<file path="src/rtl/tcw_pkg.sv">
`timescale 1ns / 1ps
// Text console writer package: screen geometry, cell codes, controller states,
// and the command/status structs shared by the controller and the datapath.
// No dependencies.
package tcw_pkg;

  localparam int SCREEN_COLS = 80;
  localparam int SCREEN_ROWS = 25;
  localparam int CELL_COUNT  = SCREEN_COLS * SCREEN_ROWS;
  localparam int COL_W       = 7;
  localparam int ROW_W       = 5;
  localparam int CODE_W      = 8;
  localparam int CELL_W      = 16;
  localparam int ADDR_W      = $clog2(CELL_COUNT);
  localparam int PADDR_W     = 3;
  localparam int PDATA_W     = 32;

  localparam logic [CODE_W-1:0] CODE_NEWLINE      = 8'd10;
  localparam logic [CODE_W-1:0] CODE_BACKSPACE    = 8'd8;
  localparam logic [CODE_W-1:0] CODE_BLANK        = 8'h20;
  localparam logic [COL_W-1:0]  BACKSPACE_MIN_COL = 7'd6;
  localparam logic [CELL_W-1:0] CELL_RESET        = 16'h0720;
  localparam logic [CODE_W-1:0] TEXT_COLOR_RESET  = 8'h07;

  localparam logic KIND_PRINT = 1'b0;
  localparam logic KIND_READ  = 1'b1;

  // register index as decoded from paddr[2]
  localparam logic REG_TEXT_COLOR = 1'b0;

  typedef enum logic [2:0] {
    S_CLEAR,
    S_IDLE,
    S_EXEC,
    S_READ,
    S_COPY,
    S_DRAIN,
    S_FILL
  } tcw_state_t;

  typedef struct packed {
    logic load;
    logic exec;
    logic emit;
    logic emit_read;
    logic copy;
    logic drain;
    logic fill;
    logic fill_reset;
  } tcw_cmd_t;

  typedef struct packed {
    logic is_read;
    logic need_scroll;
    logic cnt_last;
  } tcw_sts_t;

  function automatic logic [ADDR_W-1:0] cell_addr(input logic [ROW_W-1:0] row,
                                                 input logic [COL_W-1:0] col);
    cell_addr = ADDR_W'(ADDR_W'(row) * ADDR_W'(SCREEN_COLS)) + ADDR_W'(col);
  endfunction

  function automatic logic [CELL_W-1:0] make_cell(input logic [CODE_W-1:0] ch,
                                                 input logic [CODE_W-1:0] attr);
    make_cell = {attr, ch};
  endfunction

endpackage

</file>
<file path="src/rtl/tcw_ctrl.sv">
`timescale 1ns / 1ps
// Text console writer controller: sequences reset clear, item execution,
// cell reads and the scroll copy/fill walk. Depends on tcw_pkg.
module tcw_ctrl import tcw_pkg::*; (
  input  logic     clk,
  input  logic     rst_n,
  input  logic     start,
  input  tcw_sts_t sts,
  output tcw_cmd_t cmd,
  output logic     busy
);

  tcw_state_t state_r, state_nxt;

  always_ff @(posedge clk) begin
    if (!rst_n) begin
      state_r <= S_CLEAR;
    end else begin
      state_r <= state_nxt;
    end
  end

  always_comb begin
    state_nxt = state_r;
    case (state_r)
      S_CLEAR: begin
        if (sts.cnt_last) state_nxt = S_IDLE;
      end
      S_IDLE: begin
        if (start) state_nxt = S_EXEC;
      end
      S_EXEC: begin
        if (sts.is_read)          state_nxt = S_READ;
        else if (sts.need_scroll) state_nxt = S_COPY;
        else                      state_nxt = S_IDLE;
      end
      S_READ:  state_nxt = S_IDLE;
      S_COPY: begin
        if (sts.cnt_last) state_nxt = S_DRAIN;
      end
      S_DRAIN: state_nxt = S_FILL;
      S_FILL: begin
        if (sts.cnt_last) state_nxt = S_IDLE;
      end
      default: state_nxt = S_CLEAR;
    endcase
  end

  always_comb begin
    cmd  = '0;
    busy = 1'b1;
    case (state_r)
      S_CLEAR: begin
        cmd.fill       = 1'b1;
        cmd.fill_reset = 1'b1;
      end
      S_IDLE: begin
        busy     = 1'b0;
        cmd.load = start;
      end
      S_EXEC: begin
        cmd.exec = 1'b1;
        cmd.emit = !sts.is_read && !sts.need_scroll;
      end
      S_READ:  cmd.emit_read = 1'b1;
      S_COPY:  cmd.copy = 1'b1;
      S_DRAIN: cmd.drain = 1'b1;
      S_FILL: begin
        cmd.fill = 1'b1;
        cmd.emit = sts.cnt_last;
      end
      default: cmd = '0;
    endcase
  end

endmodule

</file>
<file path="config.mk">
export PLATFORM = sky130hd
export DESIGN_NAME = tcw_ctrl
export DESIGN_NICKNAME = d
export VERILOG_FILES = /design/src/rtl/tcw_pkg.sv /design/src/rtl/tcw_ctrl.sv
export SDC_FILE = /design/constraint.sdc
export NUM_CORES = 1
export LEC_CHECK = 0
export BUFFER_PORTS_ARGS = -buffer_cell sky130_fd_sc_hd__buf_2
export CAP_MARGIN = 20
export CORE_AREA = 2 2 39 41
export DETAILED_ROUTE_END_ITERATION = 10
export DIE_AREA = 0 0 41 43
export PLACE_DENSITY = 0.52
export SYNTH_ARGS = -nofsm -noshare
export SYNTH_HDL_FRONTEND = slang
export SYNTH_SLANG_ARGS = --single-unit
</file>
<file path="constraint.sdc">
create_clock -name clk -period 1.1 [get_ports clk]
set_clock_uncertainty 0.1 [all_clocks]
set_input_delay 0.165 -clock clk [delete_from_list [all_inputs] [get_ports clk]]
set_output_delay 0.165 -clock clk [all_outputs]
set_load 0.005 [all_outputs]
</file>
== After elaboration in Yosys (flattened, before gate mapping) ==
Index checks and enable logic that the tools add are counted.
Widths: inputs -> output; s select.
Word-level totals
  register bits: 3
  bits of input ports: 6
Cells by class
  mux-type cells: 15
  equal/unequal tests: 9
  reduce and logical (&&, ||, !) cells: 6
Operator list (count)
  $pmux 3 s6: 1
  $mux 3: 5
  $eq 3x3->1 const B: 3
  $mux 1: 8
  $eq 3x2->1 const B: 2
  $ne 2x2->1 const B: 2
  $eq 3x1->1 const B: 1
  $logic_not 3->1: 1
  $reduce_and 3->1: 1
  $logic_not 1->1: 2
  $ne 2x1->1 const B: 1
  $pmux 1 s2: 1
  $reduce_or 2->1: 1
  $logic_and 1x1->1: 1

== Longest topological paths before layout ==
  depth in word-level cells: 4
  mapped depth: 4
  gate-level depth less buffers: 3

== Worst setup path before layout ==
OpenSTA, ideal clock, no wires.
  path kind: register -> output
  from: register state_r[2]
  to: output cmd[5] in the netlist's numbering
  arrival time: 0.833 ns
  path slack: 0.002 ns
  data required time: 0.835 ns
  buffers on the path: 1
  stages on the path, launching flop included: 5
  path through: dfxtp_1 > buf_4 > nor3_1 > a21oi_1 > nor2_1
RTL lines
  start, declared: line tcw_ctrl.sv:13  | tcw_state_t state_r, state_nxt;
  start signal, assigned: line tcw_ctrl.sv:19  | state_r <= state_nxt;
  end, declared: line tcw_ctrl.sv:9  | output tcw_cmd_t cmd,

==> results.md <==
* Core Rows at 14
* Layout Nets at 65
* Routability cong. at 0.730
* H-tree Lvls at 1
* Worst hold path type: in2reg
* Syn_nets at 40
* Vias at 322
* Diode count at 0
* Kind of critical path: reg2out
* Yosys warnings at 0
* Initial DRT Pass Iterations at 1
* Synth top area cells: dfxtp_1 22%, buf_6 8.3%, nor2_1 6.9%
* Reg with most FFs: state_r
* Reg2reg start: state_r[1]$_SDFFE_PN0P_
* Share of cells above drive strength 1 at between 60% and 70%
* Io pins at 15
* Yosys cell types at 20
* Final period util at 115%
* First-pass GRT wire length at 1040 um
* Yosys reg bits at 3
* Die width at approximately 40 um
* VDD IR max at 0.000538 V
* DR vias/cell at 4.35
* Final WS setup at -0.170 ns
* Clock buffer depth at 2
* Largest net degree at the start of global routing at 14
* R2r endpoint: state_r[0]$_SDFFE_PN0P_
* Slew Limit Headroom at between 80 and 90%
* Avg Cell Area, Syn at 7.99 um^2
* Cell area after synthesis at roughly 270 um^2
* Initial antenna violation count at 0
* Reg clk slew, reported paths at 0.03 ns
* Vias in the first global route at about 270
* CTS sink count at 3
* Remaining routing DRC violations at 0
* Setup tns final at -1.26 ns
* Sequential area share after synthesis at between 20% and 30%
* Worst skew pair latency at 0.22 ns
* LEAKAGE at 0.000248 uW
* TritonCTS clock tree: built
* Overall routed net length at between 700 and 800 um
* R2r setup slk at -0.03 ns
* Arr. time, crit path at approximately 1.0 ns
* # setup viols final at 11
* Tot Pwr at ~430 uW
* R2R depth at 4
* Final ANT Viol Nets at 0
* Hold Vio Cnt, Final at 0
* Pwr Density at slightly below 900 nW/um^2
* Tot GR Track Use at under 10%
* DR iter-0 viols at 0
* Outcome: complete, but fails checks
* Slew @ Worst Pin at about 0.16 ns
* Root buf cell: clkbuf_4
* Die height at between 40 and 50 um
* Core Area at approximately 1400 um^2
* Max reg flops at 3
* Synth top area share at between 20 and 25%
* Hold Crit Start: rst_n
* Detail Placement HPWL at around 480 um
* Failing checks: setup timing
* Fmax at between 700 and 800 MHz
* Total grt overflow at 0
* Crit. End Element: output pin
* # port buffers at 14
* Area delta synth->final at 78.3%
* Hold Path End: state_r[1]$_SDFFE_PN0P_
* RSZ-0062 raised after global routing: yes
* CTS Buf Count at 3
* Fin crit period at roughly 1.3 ns
* Crit path launch type: flop
* Die footprint at approximately 1800 um^2
* Crit-path max FO at 8
* Synth Instances at 34
* Biggest regs: state_r (3)
* Initial Utilization at 19.6%
* Worst path required time at just over 0.8 ns
* Hold path cells at 2
* Routed len/inst at slightly below 10 um
* Number of slew-limit violations in the final report at 0
* Max-cap violations at 0
* Synth area leader: dfxtp_1
==> per-stage QoR <==
| step | cells | hold slack [ns] | util [%] | cell area (um^2) | setup slack (ns) |
|---|---|---|---|---|---|
| 2_1_floorplan | 34 | 0.183 | - | 272 | 0.00240 |
| 3_3_place_gp | 65 | 0.314 | 26.1 | 362 | -0.175 |
| 3_5_place_dp | 65 | 0.308 | 26.1 | 362 | -0.184 |
| 4_1_cts | 72 | 0.0697 | 31.7 | 439 | -0.180 |
| 5_1_grt | 74 | 0.0712 | 35.0 | 484 | -0.229 |
| 6_report | 74 | 0.0721 | 35.0 | 484 | -0.170 |
==> cells by family (layout without fill, tap and decap cells) <==
kind of cell / after synthesis / after routing / synth area share [%]
xor gates and xnor gates: 1 / 1 / 3.23
and+or+nand+nor: 18 / 18 / 41.5
AOI/OAI and AO/OA: 8 / 8 / 20.7
DFF: 3 / 3 / 22.1
buffers and inverters: 4 / 28 / 12.4
==> layout make-up <==
| class | count | area [um^2] |
|---|---|---|
| sequential | 3 | 71.3 |
| clock buffer | 4 | 26.3 |
| multi-input combinational | 27 | 214 |
| fill | 145 | 900 |
| tap | 16 | 20.0 |
| timing repair buffer | 23 | 149 |
| inverter | 1 | 3.75 |
==> placed cells by master (no fill, tap or decap), drive strengths merged, types with 2 or more instances in the layout <==
master and count:
dfxtp 3, nor2 5, nor3b 3, and3 2, nand2 2, clkbuf 4, nand2b 2, o21ai 2
buf 23, nor3 2, a21oi 2
==> synth_stat cells <==
cell type  number
dfxtp_1         3
buf_4           1
nor3_1          2
nor3b_1         2
o211a_1         1
nor2_1          5
nor3b_4         1
o21ai_0         2
o21a_1          1
and3_1          2
nor2b_1         1
buf_6           2
a21boi_2        1
inv_1           1
nand2b_1        2
xor2_1          1
a211oi_1        1
nand2_1         2
a21oi_1         2
nand3b_2        1
==> critical path: stages (launching register included) <==
cell and delay [ns]:
dfxtp_4 0.37, buf_6 0.14, nor3_2 0.13, buf_2 0.13
==> worst max-delay path by stage <==
stage / start / endpoint / slack [ns]
6_report: state_r[2]$_SDFFE_PN0P_ / cmd[0] / -0.17
5_1_grt: state_r[1]$_SDFFE_PN0P_ / cmd[0] / -0.23
4_1_cts: state_r[1]$_SDFFE_PN0P_ / cmd[0] / -0.18
3_5_place_dp: state_r[2]$_SDFFE_PN0P_ / cmd[5] / -0.18
3_3_place_gp: state_r[2]$_SDFFE_PN0P_ / cmd[5] / -0.18
2_1_floorplan: state_r[2]$_SDFFE_PN0P_ / cmd[5] / 0.002
==> what timing repair did <==
action | 4_1_cts | 5_1_grt
pin swaps | 4 | 3
gates resized for setup | 12 | 8
hold buffers | 0 | 0
gates cloned | 0 | 0
setup endpoints to repair | 12 | 12
setup buffers | 3 | 2
==> layer usage <==
metal / global-route usage (%) / vias to the layer above / part of all wire [%]
met5: 0 / - / 0
met4: 2.00 / 0 / 0
met3: 3.14 / 0 / 3.5
met2: 14.4 / 5 / 57
met1: 9.62 / 151 / 40
li1: - / 166 / -
==> power breakdown <==
part           switching [uW]  internal [uW]  total, uW  leakage [uW]
Clock                    47.1            135        182     0.0000150
Sequential               15.4            113        128     0.0000267
Combinational            47.8           73.3        121      0.000207
Power figures use the tool's default switching activity.
